File: src/hdl/fmsp_pkg.sv
package fmsp_pkg;

    typedef enum logic [1:0] {
        PH_WHO,
        PH_PERM,
        PH_ERR,
        PH_DONE
    } phase_t;

    typedef enum logic [1:0] {
        OP_NONE,
        OP_ADD,
        OP_SUB,
        OP_SET
    } op_t;

    localparam logic [8:0] ALL_BITS = 9'o777;
    localparam logic [9:0] OCT_SAT  = 10'd512;

    localparam logic [7:0] CH_NUL   = 8'h00;
    localparam logic [7:0] CH_PLUS  = 8'h2b;
    localparam logic [7:0] CH_COMMA = 8'h2c;
    localparam logic [7:0] CH_MINUS = 8'h2d;
    localparam logic [7:0] CH_ZERO  = 8'h30;
    localparam logic [7:0] CH_SEVEN = 8'h37;
    localparam logic [7:0] CH_EQ    = 8'h3d;
    localparam logic [7:0] CH_A     = 8'h61;
    localparam logic [7:0] CH_G     = 8'h67;
    localparam logic [7:0] CH_O     = 8'h6f;
    localparam logic [7:0] CH_R     = 8'h72;
    localparam logic [7:0] CH_U     = 8'h75;
    localparam logic [7:0] CH_W     = 8'h77;
    localparam logic [7:0] CH_X     = 8'h78;

    typedef struct packed {
        logic [7:0] ch;
        logic       first;
        logic [8:0] start_mode;
    } req_t;

    typedef struct packed {
        logic [8:0] new_mode;
        logic       status;
    } rsp_t;

    typedef struct packed {
        logic       hit;
        logic [8:0] bits;
    } perm_t;

    function automatic op_t op_code(input logic [7:0] c);
        op_t r;
        case (c)
            CH_PLUS:  r = OP_ADD;
            CH_MINUS: r = OP_SUB;
            CH_EQ:    r = OP_SET;
            default:  r = OP_NONE;
        endcase
        return r;
    endfunction

    function automatic logic [8:0] who_bits(input logic [7:0] c);
        logic [8:0] r;
        case (c)
            CH_A:    r = ALL_BITS;
            CH_U:    r = 9'o700;
            CH_G:    r = 9'o070;
            CH_O:    r = 9'o007;
            default: r = 9'o000;
        endcase
        return r;
    endfunction

    function automatic perm_t perm_bits(input logic [7:0] c, input logic [8:0] mode);
        perm_t r;
        r.hit = 1'b1;
        case (c)
            CH_R:    r.bits = 9'o444;
            CH_W:    r.bits = 9'o222;
            CH_X:    r.bits = 9'o111;
            CH_U:    r.bits = {3{mode[8:6]}};
            CH_G:    r.bits = {3{mode[5:3]}};
            CH_O:    r.bits = {3{mode[2:0]}};
            default:
            begin
                r.hit  = 1'b0;
                r.bits = 9'o000;
            end
        endcase
        return r;
    endfunction

    function automatic logic [8:0] apply_clause(input logic [8:0] mode, input logic [8:0] who,
                                                input logic [8:0] perm, input op_t op);
        logic [8:0] sel;
        logic [8:0] r;
        sel = perm & who;
        case (op)
            OP_ADD:  r = mode | sel;
            OP_SUB:  r = mode & ~sel;
            OP_SET:  r = (mode & ~who) | sel;
            default: r = mode;
        endcase
        return r;
    endfunction

endpackage

File: src/hdl/file_mode_string_parser.sv
// channel | signals                          | moves
// --------+----------------------------------+-------------------------------------
// ch      | ch_valid, ch_stall, ch_data      | one character, first flag, start mode
// mode    | mode_valid, mode_stall, mode_data| new mode and status, on nul only
//
// one character per cycle while ch_stall is low; a request is held in the input register,
// and its result (if any) is then written to the output register
// rst_n clears the parser to a new string with starting mode 0
// ch_stall rises only when a nul waits for a full, stalled output register
module file_mode_string_parser
(
    input  logic                clk,
    input  logic                rst_n,
    input  logic                ch_valid,
    output logic                ch_stall,
    input  fmsp_pkg::req_t      ch_data,
    output logic                mode_valid,
    input  logic                mode_stall,
    output fmsp_pkg::rsp_t      mode_data
);

    logic                in_valid_reg;
    fmsp_pkg::req_t      in_reg;
    logic                out_valid_reg;
    fmsp_pkg::rsp_t      out_reg;

    logic [8:0]          cur_mode_reg, cur_mode_next;
    logic [8:0]          who_mask_reg, who_mask_next;
    logic [8:0]          perm_mask_reg, perm_mask_next;
    fmsp_pkg::op_t       op_kind_reg, op_kind_next;
    fmsp_pkg::phase_t    phase_reg, phase_next;
    logic [9:0]          octal_value_reg, octal_value_next;
    logic                octal_ok_reg, octal_ok_next;
    logic                octal_neg_reg, octal_neg_next;
    logic                err_flag_reg, err_flag_next;
    logic                at_start_reg, at_start_next;
    logic                octal_digits_reg, octal_digits_next;

    logic [8:0]          s_cur, s_who, s_perm;
    fmsp_pkg::op_t       s_op;
    fmsp_pkg::phase_t    s_phase;
    logic [9:0]          s_oct;
    logic                s_ok, s_neg, s_err, s_start, s_digits;

    logic [7:0]          ch;
    logic                active, is_nul, emit, advance;
    logic [8:0]          w_bits;
    fmsp_pkg::op_t       op_c;
    fmsp_pkg::perm_t     pm;
    logic [11:0]         oct_tmp;
    logic                bad_oct;
    fmsp_pkg::rsp_t      result;

    // state as seen by this character, after an optional new-string start
    always_comb
    begin
        if (in_reg.first)
        begin
            s_cur    = in_reg.start_mode;
            s_who    = 9'o000;
            s_perm   = 9'o000;
            s_op     = fmsp_pkg::OP_NONE;
            s_phase  = fmsp_pkg::PH_WHO;
            s_oct    = 10'd0;
            s_ok     = 1'b1;
            s_neg    = 1'b0;
            s_err    = 1'b0;
            s_start  = 1'b1;
            s_digits = 1'b0;
        end
        else
        begin
            s_cur    = cur_mode_reg;
            s_who    = who_mask_reg;
            s_perm   = perm_mask_reg;
            s_op     = op_kind_reg;
            s_phase  = phase_reg;
            s_oct    = octal_value_reg;
            s_ok     = octal_ok_reg;
            s_neg    = octal_neg_reg;
            s_err    = err_flag_reg;
            s_start  = at_start_reg;
            s_digits = octal_digits_reg;
        end
    end

    assign ch      = in_reg.ch;
    assign active  = in_valid_reg && (s_phase != fmsp_pkg::PH_DONE);
    assign is_nul  = (ch == fmsp_pkg::CH_NUL);
    assign emit    = active && is_nul;
    assign advance = in_valid_reg && !(emit && out_valid_reg && mode_stall);
    assign ch_stall = in_valid_reg && !advance;

    assign w_bits  = fmsp_pkg::who_bits(ch);
    assign op_c    = fmsp_pkg::op_code(ch);
    assign pm      = fmsp_pkg::perm_bits(ch, s_cur);
    assign oct_tmp = {s_oct[8:0], 3'b000} + {9'd0, ch[2:0]};

    // next state
    always_comb
    begin
        phase_next = s_phase;
        if (active)
        begin
            case (s_phase)
                fmsp_pkg::PH_WHO:
                begin
                    if (w_bits == 9'o000)
                    begin
                        phase_next = (op_c != fmsp_pkg::OP_NONE) ? fmsp_pkg::PH_PERM
                                                                 : fmsp_pkg::PH_ERR;
                    end
                end
                fmsp_pkg::PH_PERM:
                begin
                    if (!pm.hit)
                    begin
                        if (ch == fmsp_pkg::CH_COMMA)
                        begin
                            phase_next = fmsp_pkg::PH_WHO;
                        end
                        else if (op_c == fmsp_pkg::OP_NONE && !is_nul)
                        begin
                            phase_next = fmsp_pkg::PH_ERR;
                        end
                    end
                end
                default:
                begin
                    phase_next = s_phase;
                end
            endcase
            if (is_nul)
            begin
                phase_next = fmsp_pkg::PH_DONE;
            end
        end
    end

    // datapath
    always_comb
    begin
        cur_mode_next     = s_cur;
        who_mask_next     = s_who;
        perm_mask_next    = s_perm;
        op_kind_next      = s_op;
        octal_value_next  = s_oct;
        octal_ok_next     = s_ok;
        octal_neg_next    = s_neg;
        err_flag_next     = s_err;
        at_start_next     = s_start;
        octal_digits_next = s_digits;
        bad_oct           = 1'b0;
        result.new_mode   = 9'o000;
        result.status     = 1'b0;
        if (active)
        begin
            if (!is_nul)
            begin
                if (ch >= fmsp_pkg::CH_ZERO && ch <= fmsp_pkg::CH_SEVEN)
                begin
                    if (s_oct < fmsp_pkg::OCT_SAT)
                    begin
                        octal_value_next = (oct_tmp > {3'b000, fmsp_pkg::ALL_BITS})
                                           ? fmsp_pkg::OCT_SAT : oct_tmp[9:0];
                    end
                    octal_digits_next = 1'b1;
                end
                else if (s_start && (ch == fmsp_pkg::CH_PLUS || ch == fmsp_pkg::CH_MINUS))
                begin
                    octal_neg_next = (ch == fmsp_pkg::CH_MINUS);
                end
                else
                begin
                    octal_ok_next = 1'b0;
                end
            end
            case (s_phase)
                fmsp_pkg::PH_WHO:
                begin
                    if (w_bits != 9'o000)
                    begin
                        who_mask_next = s_who | w_bits;
                    end
                    else
                    begin
                        if (s_who == 9'o000)
                        begin
                            who_mask_next = fmsp_pkg::ALL_BITS;
                        end
                        op_kind_next = op_c;
                        if (op_c != fmsp_pkg::OP_NONE)
                        begin
                            perm_mask_next = 9'o000;
                        end
                        else
                        begin
                            err_flag_next = 1'b1;
                        end
                    end
                end
                fmsp_pkg::PH_PERM:
                begin
                    if (pm.hit)
                    begin
                        perm_mask_next = s_perm | pm.bits;
                    end
                    else
                    begin
                        cur_mode_next = fmsp_pkg::apply_clause(s_cur, s_who, s_perm, s_op);
                        if (ch == fmsp_pkg::CH_COMMA)
                        begin
                            who_mask_next = 9'o000;
                        end
                        else if (op_c != fmsp_pkg::OP_NONE)
                        begin
                            op_kind_next   = op_c;
                            perm_mask_next = 9'o000;
                        end
                        else if (!is_nul)
                        begin
                            err_flag_next = 1'b1;
                        end
                    end
                end
                default:
                begin
                    cur_mode_next = s_cur;
                end
            endcase
            at_start_next = 1'b0;
            if (is_nul)
            begin
                if (s_start)
                begin
                    result.new_mode = 9'o000;
                    result.status   = 1'b0;
                end
                else if (octal_ok_next && octal_digits_next)
                begin
                    bad_oct = (octal_value_next > {1'b0, fmsp_pkg::ALL_BITS})
                              || (octal_neg_next && octal_value_next != 10'd0);
                    result.status   = bad_oct;
                    result.new_mode = bad_oct ? cur_mode_next : octal_value_next[8:0];
                end
                else
                begin
                    result.new_mode = cur_mode_next;
                    result.status   = err_flag_next;
                end
                cur_mode_next = result.new_mode;
            end
        end
    end

    always_ff @(posedge clk or negedge rst_n)
    begin
        if (!rst_n)
        begin
            in_valid_reg     <= 1'b0;
            out_valid_reg    <= 1'b0;
            cur_mode_reg     <= 9'o000;
            who_mask_reg     <= 9'o000;
            perm_mask_reg    <= 9'o000;
            op_kind_reg      <= fmsp_pkg::OP_NONE;
            phase_reg        <= fmsp_pkg::PH_WHO;
            octal_value_reg  <= 10'd0;
            octal_ok_reg     <= 1'b1;
            octal_neg_reg    <= 1'b0;
            err_flag_reg     <= 1'b0;
            at_start_reg     <= 1'b1;
            octal_digits_reg <= 1'b0;
        end
        else
        begin
            if (!ch_stall)
            begin
                in_valid_reg <= ch_valid;
            end
            if (advance)
            begin
                cur_mode_reg     <= cur_mode_next;
                who_mask_reg     <= who_mask_next;
                perm_mask_reg    <= perm_mask_next;
                op_kind_reg      <= op_kind_next;
                phase_reg        <= phase_next;
                octal_value_reg  <= octal_value_next;
                octal_ok_reg     <= octal_ok_next;
                octal_neg_reg    <= octal_neg_next;
                err_flag_reg     <= err_flag_next;
                at_start_reg     <= at_start_next;
                octal_digits_reg <= octal_digits_next;
            end
            if (emit && advance)
            begin
                out_valid_reg <= 1'b1;
            end
            else if (!mode_stall)
            begin
                out_valid_reg <= 1'b0;
            end
        end
    end

    always_ff @(posedge clk)
    begin
        if (ch_valid && !ch_stall)
        begin
            in_reg <= ch_data;
        end
        if (emit && advance)
        begin
            out_reg <= result;
        end
    end

    assign mode_valid = out_valid_reg;
    assign mode_data  = out_reg;

endmodule
File: config.mk
export PLATFORM = sky130hd
export DESIGN_NAME = file_mode_string_parser
export DESIGN_NICKNAME = d
export VERILOG_FILES = /design/src/hdl/fmsp_pkg.sv /design/src/hdl/file_mode_string_parser.sv
export SDC_FILE = /design/constraint.sdc
export NUM_CORES = 1
export LEC_CHECK = 0
export BUFFER_PORTS_ARGS = -buffer_cell sky130_fd_sc_hd__buf_2
export CORE_UTILIZATION = 51
export DETAILED_ROUTE_END_ITERATION = 7
export HOLD_SLACK_MARGIN = 0.1
export PLACE_DENSITY = 0.77
export SYNTH_ARGS = -nofsm -noshare
export SYNTH_HDL_FRONTEND = slang
export SYNTH_SLANG_ARGS = --single-unit
File: constraint.sdc
create_clock -name clk -period 2.3 [get_ports clk]
set_clock_uncertainty 0.1 [all_clocks]
set_input_delay 0.115 -clock clk [delete_from_list [all_inputs] [get_ports clk]]
set_output_delay 0.115 -clock clk [all_outputs]
set_load 0.01 [all_outputs]
==> results.sh, run 1 <==
export IMPL_synth_top_cells_by_area="sky130_fd_sc_hd__dfrtp_1 (26%), sky130_fd_sc_hd__edfxtp_1 (19%), sky130_fd_sc_hd__nand2_1 (4.9%)"
export IMPL_sw_power_uw=1110
export IMPL_cp_buffers_inverters=5
export IMPL_max_freq_mhz=397
export IMPL_global_route_overflow_total=0
export IMPL_required_ns=2.49
export IMPL_avgRoutedWirePerCell_um=22.2
export IMPL_fin_hold_ws_ns=0.148
export IMPL_dieArea_mm2=0.00910
export IMPL_grt_pass1_wl_um=23800
export IMPL_cts_tree="done"
export IMPL_rsz0062_at_grt="true"
export IMPL_clk_transition_reported_paths_ns=0.09
export IMPL_grt_antenna_before_repair=0
export IMPL_ys_seq_elements=76
export IMPL_clk_root_buffer_cell="sky130_fd_sc_hd__clkbuf_8"
export IMPL_cts_htree_levels=3
export IMPL_run_status="finished with violations"
export IMPL_drt_total_wl_um=17200
export IMPL_area_growth_syn_to_layout_pct=48.7
export IMPL_ys_async_sr_fraction_pct=63.2
export IMPL_initial_core_util_pct=53.3
export IMPL_critPathLaunchType="flop"
export IMPL_final_report_hold_violation_count=0
export IMPL_die_w_um=95.4
export IMPL_dp_final_hpwl_um=11200
export IMPL_placed_cells_incl_taps=718
export IMPL_drt_pass1_iter_count=6
export IMPL_post_route_min_period_ns=2.52
export IMPL_critical_path_slowest_cell="sky130_fd_sc_hd__edfxtp_1"
export IMPL_place_worst_setup_slack_ns=-0.196
export IMPL_synth_warnings=0
export IMPL_drt_iter0_drc=726
export IMPL_vias_in_the_first_global_route=4534
export IMPL_peakVddDrop_mv=0.313
export IMPL_setup_violations=30
export IMPL_max_stage_delay_ns=0.45
export IMPL_final_cell_count_no_fill=772
export IMPL_synthDominantCellAreaShare_pct=25.9
export IMPL_synth_xor_xnor_area_share_pct=0.394
export IMPL_crit_start="ch[6]$_DFFE_PP_"
export IMPL_pin_slew_with_the_least_headroom_to_its_limit_ns=0.614
export IMPL_cts_sinks=76
export IMPL_antenna_cells=0
export IMPL_comb_power_share_pct=22.9
export IMPL_nNetsFinal=684
export IMPL_muxShareOfSynthArea_pct=3.18
export IMPL_postRouteAntennaNets=0
export IMPL_synth_simple_gate_area_share_pct=20.7
export IMPL_dieHeight_um=95.4
export IMPL_gp_congestion=1.02
export IMPL_p_leak_uw=0.00292
export IMPL_crit_end_category="flop"
export IMPL_synthCells=484
export IMPL_ys_types=71
export IMPL_cp_cell_sequence="buf_4, buf_4, nor2_1, nand3_1, buf_4, nor2_2, a21boi_2, buf_4, buf_4, o21ai_0, a21oi_1, a21oi_1"
export IMPL_failed_checks="setup timing"
export IMPL_power_density_mw_per_mm2=546
export IMPL_synth_compound_area_share_pct=26.4
export IMPL_maxCapViolations=0
export IMPL_placementRows=33
export IMPL_global_route_usage_total_pct=35.7
export IMPL_endpoint_of_the_most_critical_setup_path="cur_mode_reg[2]$_DFFE_PN0P_"
export IMPL_design_core_area_mm2=0.00834
export IMPL_final_core_util_pct=79.3
export IMPL_final_period_util_pct=109
export IMPL_synth_seq_area_share_pct=46.0
export IMPL_syn_avg_cell_area_um2=9.19
export IMPL_worstSetupPathType="reg -> reg"
export IMPL_detail_route_drc_violations=0
export IMPL_cp_max_fo=11
export IMPL_worst_slew_margin_relative_to_its_limit_pct=59.1
export IMPL_cell_type_contributing_the_most_total_cell_area_after_synthesis="sky130_fd_sc_hd__dfrtp_1"
export IMPL_path_depth=12
export IMPL_path_common_cell="sky130_fd_sc_hd__buf_4"
export IMPL_clk_path_buf_depth=2
export IMPL_port_buffer_count=33
export IMPL_crit_arrival_ns=2.71
export IMPL_holdCritStartpoint="mode_stall"
export IMPL_power_frac_clock_pct=32.6
export IMPL_yosys_most_used_dff="sky130_fd_sc_hd__dfrtp_1"
export IMPL_number_of_placed_i_o_pins=34
export IMPL_main_combinational_cell_family_by_area_after_synthesis="compound AO/OA/AOI/OAI gates"
export IMPL_p_int_uw=2500
export IMPL_worst_r2r_path_depth=12
export IMPL_r2r_setup_slack_ns=-0.22
export IMPL_timing_rr_start="ch[6]$_DFFE_PP_"
export IMPL_clk_latency_ns=0.37
export IMPL_via_per_inst=6.62
export IMPL_synth_cell_area_mm2=0.00445
export IMPL_pwr_share_seq_pct=44.5
export IMPL_grt_max_degree=26
export IMPL_synth_edff_count=28
export IMPL_p_sw_share_pct=30.7
export IMPL_crit_reg2reg_capture="cur_mode_reg[2]$_DFFE_PN0P_"
export IMPL_tritoncts_num_buffers=9
export IMPL_vias=5107
export IMPL_synth_adder_area_share_pct=0
export IMPL_path_delay_family="buffers and inverters"
export IMPL_share_of_cells_above_drive_strength_1_pct=41.8
export IMPL_synthesis_nets=506
export IMPL_hold_path_class="in -> reg"
export IMPL_finalWorstSetupSlack_ns=-0.217
export IMPL_final_max_slew_violation_count=0
-- worst min path at each step --
stage                                     end  slack [ns]  depth (start not counted)
2_1_floorplan     cur_mode_reg[0]$_DFFE_PN0P_       -0.28                          0
3_3_place_gp   octal_value_reg[8]$_DFFE_PN0P_        0.04                          1
3_5_place_dp   octal_value_reg[6]$_DFFE_PN0P_        0.05                          1
4_1_cts            mode_data[2]$_SDFFCE_PN0P_        0.15                          3
5_1_grt            mode_data[9]$_SDFFCE_PN0P_        0.17                          3
6_report           mode_data[4]$_SDFFCE_PN0P_        0.15                          3
-- metal layers --
layer | global-route usage [%] | wire (um) | up-vias
met2 | 58.4 | 8100 | 430
met3 | 9.65 | 1910 | 99
li1 | - | - | 2191
met4 | 14.4 | 889 | 0
met1 | 44.8 | 6280 | 2387
met5 | 0 | 0 | -
-- layout by cell type, fill, tap and decap left out, drive strengths merged, types with 6 or more instances in the layout --
cell / n
nand2: 59
dfrtp: 46
o22ai: 9
clkbuf: 10
o211ai: 10
o21a: 7
nand3: 11
buf: 170
a21o: 13
inv: 11
nor4: 6
a21oi: 40
o31ai: 6
nor2: 45
a22oi: 7
nand2b: 6
edfxtp: 28
dlygate4sd3: 20
a31oi: 7
o21ai: 45
nor3: 16
mux2i: 13
-- tightest hold or removal path: stages --
cell                      delay (ns)
sky130_fd_sc_hd__buf_2          0.09
sky130_fd_sc_hd__a21oi_1        0.06
sky130_fd_sc_hd__buf_4          0.18
-- through the flow --
step           setup TNS (ns)  area (um2)  power, uW
3_5_place_dp            -3.63        5600       2270
4_1_cts                 -1.52        6210       3480
5_1_grt                 -5.09        6610       3710
2_1_floorplan         -0.0238        4460       1930
3_3_place_gp            -1.63        5600       2250
6_report                -3.27        6610       3610
-- Yosys cell counts (4+ instances only) --
master / n
sky130_fd_sc_hd__a21o_1: 13
sky130_fd_sc_hd__a21oi_1: 40
sky130_fd_sc_hd__a22oi_1: 7
sky130_fd_sc_hd__a31oi_1: 6
sky130_fd_sc_hd__a32o_1: 4
sky130_fd_sc_hd__and2_1: 5
sky130_fd_sc_hd__buf_2: 8
sky130_fd_sc_hd__clkbuf_1: 14
sky130_fd_sc_hd__dfrtp_1: 46
sky130_fd_sc_hd__edfxtp_1: 28
sky130_fd_sc_hd__inv_1: 8
sky130_fd_sc_hd__mux2i_1: 13
sky130_fd_sc_hd__nand2_1: 58
sky130_fd_sc_hd__nand2b_1: 6
sky130_fd_sc_hd__nand3_1: 10
sky130_fd_sc_hd__nor2_1: 44
sky130_fd_sc_hd__nor2b_1: 5
sky130_fd_sc_hd__nor3_1: 14
sky130_fd_sc_hd__nor4_1: 5
sky130_fd_sc_hd__o211ai_1: 10
sky130_fd_sc_hd__o21a_1: 6
sky130_fd_sc_hd__o21ai_0: 33
sky130_fd_sc_hd__o21ai_1: 11
sky130_fd_sc_hd__o22ai_1: 9
sky130_fd_sc_hd__o31ai_1: 5
sky130_fd_sc_hd__or3_1: 4
sky130_fd_sc_hd__or3b_1: 4
-- power groups by stage --
stage / clock (uW) / combinational (uW) / sequential, uW
floorplan: 0 / 338 / 1590
global placement: 0 / 625 / 1620
detailed placement: 0 / 644 / 1630
CTS: 1180 / 704 / 1600
global route: 1230 / 864 / 1620
finish: 1180 / 826 / 1610
-- repair_timing --
action / 4_1_cts / 5_1_grt
buffers inserted: 6 / 11
gates cloned: 1 / 1
resized for setup: 36 / 66
hold buffers: 20 / 0
hold endpoints to repair: 67 / 0
setup endpoints to repair: 37 / 40
pin swaps: 26 / 21
-- logic make-up after synthesis --
logic type / count (synthesis)
compound gates: 177
xor+xnor: 2
buf+inv: 34
flops: 76
mux: 14
simple gates: 181
-- final cells by class --
| type | count | area [um2] |
|---|---|---|
| inverters | 9 | 33.8 |
| clock buffers | 9 | 124 |
| well taps | 105 | 131 |
| flip-flops and latches | 76 | 2040 |
| clock inverters | 7 | 98.8 |
| fillers | 484 | 1730 |
| repair buffers | 191 | 1520 |
| multi-input cells | 375 | 2660 |
Note: power is estimated with default switching activity, not from simulation.
==> run 2: changes to the inputs <==
--- a/config.mk
+++ b/config.mk
@@ -5,7 +5,7 @@
 export SDC_FILE = /design/constraint.sdc
 export NUM_CORES = 1
 export LEC_CHECK = 0
-export BUFFER_PORTS_ARGS = -buffer_cell sky130_fd_sc_hd__buf_2
+export BUFFER_PORTS_ARGS = -buffer_cell sky130_fd_sc_hd__buf_4
 export CORE_UTILIZATION = 51
 export DETAILED_ROUTE_END_ITERATION = 7
 export HOLD_SLACK_MARGIN = 0.1
==> run 2 against run 1 <==
  * Clock-buffer cell count stayed put
  * Sequential power about the same
  * Critical path type unchanged
  * Worst hold slack gained 0.0026 ns
  * Worst setup slack got worse by 0.071 ns
  * Final cell count rose by 0.78%
  * Design area is 1.8% higher
  * The run still ends with setup timing left
==> results.sh, run 2 (same netlist as run 1, synthesis figures left out) <==
export IMPL_run_status="finished with violations"
export IMPL_failed_checks="setup timing"
export IMPL_worstSetupPathType="reg -> reg"
export IMPL_r2r_setup_slack_ns=-0.29
export IMPL_placementRows=33
export IMPL_final_report_hold_violation_count=0
export IMPL_vias_in_the_first_global_route=4789
export IMPL_cp_buffers_inverters=1
export IMPL_share_of_cells_above_drive_strength_1_pct=42.1
export IMPL_pin_slew_with_the_least_headroom_to_its_limit_ns=0.651
export IMPL_crit_end_category="flop"
export IMPL_clk_path_buf_depth=2
export IMPL_dp_final_hpwl_um=11300
export IMPL_layout_cells_most_common_list="sky130_fd_sc_hd__buf_4 (160), sky130_fd_sc_hd__nand2_1 (57), sky130_fd_sc_hd__dfrtp_1 (46), sky130_fd_sc_hd__a21oi_1 (36), sky130_fd_sc_hd__nor2_1 (34)"
export IMPL_grt_max_degree=49
export IMPL_vias=5069
export IMPL_clk_transition_reported_paths_ns=0.09
export IMPL_crit_reg2reg_capture="mode_data[8]$_SDFFCE_PN0P_"
export IMPL_gp_congestion=0.961
export IMPL_detail_route_drc_violations=0
export IMPL_cts_sinks=76
export IMPL_finalWorstSetupSlack_ns=-0.288
export IMPL_commonest_non_fill_non_tap_cell_in_the_layout="sky130_fd_sc_hd__buf_4"
export IMPL_port_buffer_count=33
export IMPL_worstHoldPathCells=3
export IMPL_grt_pass1_wl_um=24900
export IMPL_rsz0062_at_grt="true"
export IMPL_whs_endpoint="mode_data[1]$_SDFFCE_PN0P_"
export IMPL_holdCritStartpoint="mode_stall"
export IMPL_cts_tree="done"
export IMPL_worst_slew_margin_relative_to_its_limit_pct=56.6
export IMPL_required_ns=2.31
export IMPL_p_leak_uw=0.00296
export IMPL_grt_antenna_before_repair=0
export IMPL_cts_htree_levels=3
export IMPL_final_period_util_pct=113
export IMPL_power_total_uw=3530
export IMPL_design_core_area_mm2=0.00834
export IMPL_drt_iter0_drc=599
export IMPL_place_worst_setup_slack_ns=-0.241
export IMPL_setup_violations=30
export IMPL_global_route_overflow_total=0
export IMPL_timing_rr_start="ch[7]$_DFFE_PP_"
export IMPL_tritoncts_num_buffers=9
export IMPL_fin_hold_ws_ns=0.151
export IMPL_clk_latency_ns=0.36
export IMPL_hold_path_class="in -> reg"
export IMPL_dieHeight_um=95.4
export IMPL_antenna_cells=0
export IMPL_die_w_um=95.4
export IMPL_clk_root_buffer_cell="sky130_fd_sc_hd__clkbuf_8"
export IMPL_final_max_slew_violation_count=0
export IMPL_avgRoutedWirePerCell_um=22.2
export IMPL_cp_cell_sequence="or3b_4, o211a_1, a41o_1, o21ai_2, nand3_4, buf_4, a22oi_2, nor2_1"
export IMPL_maxCapViolations=0
export IMPL_power_density_mw_per_mm2=524
export IMPL_global_route_usage_total_pct=37.2
export IMPL_post_route_min_period_ns=2.59
export IMPL_via_per_inst=6.52
export IMPL_worst_r2r_path_depth=8
export IMPL_crit_arrival_ns=2.60
export IMPL_totalNegativeSetupSlack_ns=-4.65
export IMPL_crit_start="ch[7]$_DFFE_PP_"
export IMPL_critical_path_slowest_cell="sky130_fd_sc_hd__edfxtp_1"
export IMPL_cp_max_fo=9
export IMPL_drt_pass1_iter_count=6
export IMPL_area_growth_syn_to_layout_pct=51.4
export IMPL_peakVddDrop_mv=0.410
export IMPL_initial_core_util_pct=53.3
export IMPL_number_of_placed_i_o_pins=34
export IMPL_max_stage_delay_ns=0.48
export IMPL_max_freq_mhz=386
export IMPL_path_delay_family="compound AO/OA/AOI/OAI gates"
export IMPL_nNetsFinal=690
export IMPL_dieArea_mm2=0.00910
export IMPL_critPathLaunchType="flop"
export IMPL_drt_total_wl_um=17300
export IMPL_postRouteAntennaNets=0
run 2: worst max path at each step:
stage                                         to  depth (start not counted)
finish                mode_data[8]$_SDFFCE_PN0P_                          8
global placement    perm_mask_reg[5]$_DFFE_PN0P_                          9
global route         cur_mode_reg[1]$_DFFE_PN0P_                          9
floorplan            cur_mode_reg[4]$_DFFE_PN0P_                          8
detailed placement    mode_data[5]$_SDFFCE_PN0P_                          9
CTS                  cur_mode_reg[3]$_DFFE_PN0P_                          9
run 2: timing repair:
action | in CTS | in global routing
hold buffers | 20 | 0
buffers inserted | 10 | 13
hold endpoints to repair | 67 | 0
gates cloned | 1 | 0
gates resized for setup | 51 | 66
pin swaps | 10 | 22
setup endpoints to repair | 39 | 42
run 2: where the power goes:
group / internal [uW] / switching, uW / total, uW
Sequential: 1500 / 110 / 1610
Clock: 505 / 554 / 1060
Combinational: 400 / 453 / 852
run 2: stage by stage:
step | area [um2] | utilization (%) | instances
floorplan | 4460 | - | 484
global placement | 5650 | 67.7 | 719
detailed placement | 5650 | 67.7 | 719
CTS | 6370 | 76.3 | 766
global route | 6730 | 80.7 | 778
finish | 6730 | 80.7 | 778
run 2: final cells by class:
| type | instances | area (um2) |
|---|---|---|
| fillers | 493 | 1610 |
| clock inverters | 7 | 73.8 |
| inverters | 9 | 33.8 |
| well taps | 105 | 131 |
| clock buffers | 9 | 124 |
| flip-flops and latches | 76 | 2040 |
| repair buffers | 197 | 1620 |
| multi-input cells | 375 | 2710 |
run 2: layer usage:
layer	global-route usage [%]	wire length, um
met1	47.6	6330
met2	61.0	8200
met3	7.66	1720
met4	16.0	1020
met5	0	0
run 2: worst register-to-register path: cells and delay by family, from the launching register on:
kind | cells | cell delay [ns]
buffers and inverters | 1 | 0.18
AO/OA/AOI/OAI | 4 | 0.85
AND/OR/NAND/NOR | 3 | 0.73
flip-flops | 1 | 0.48
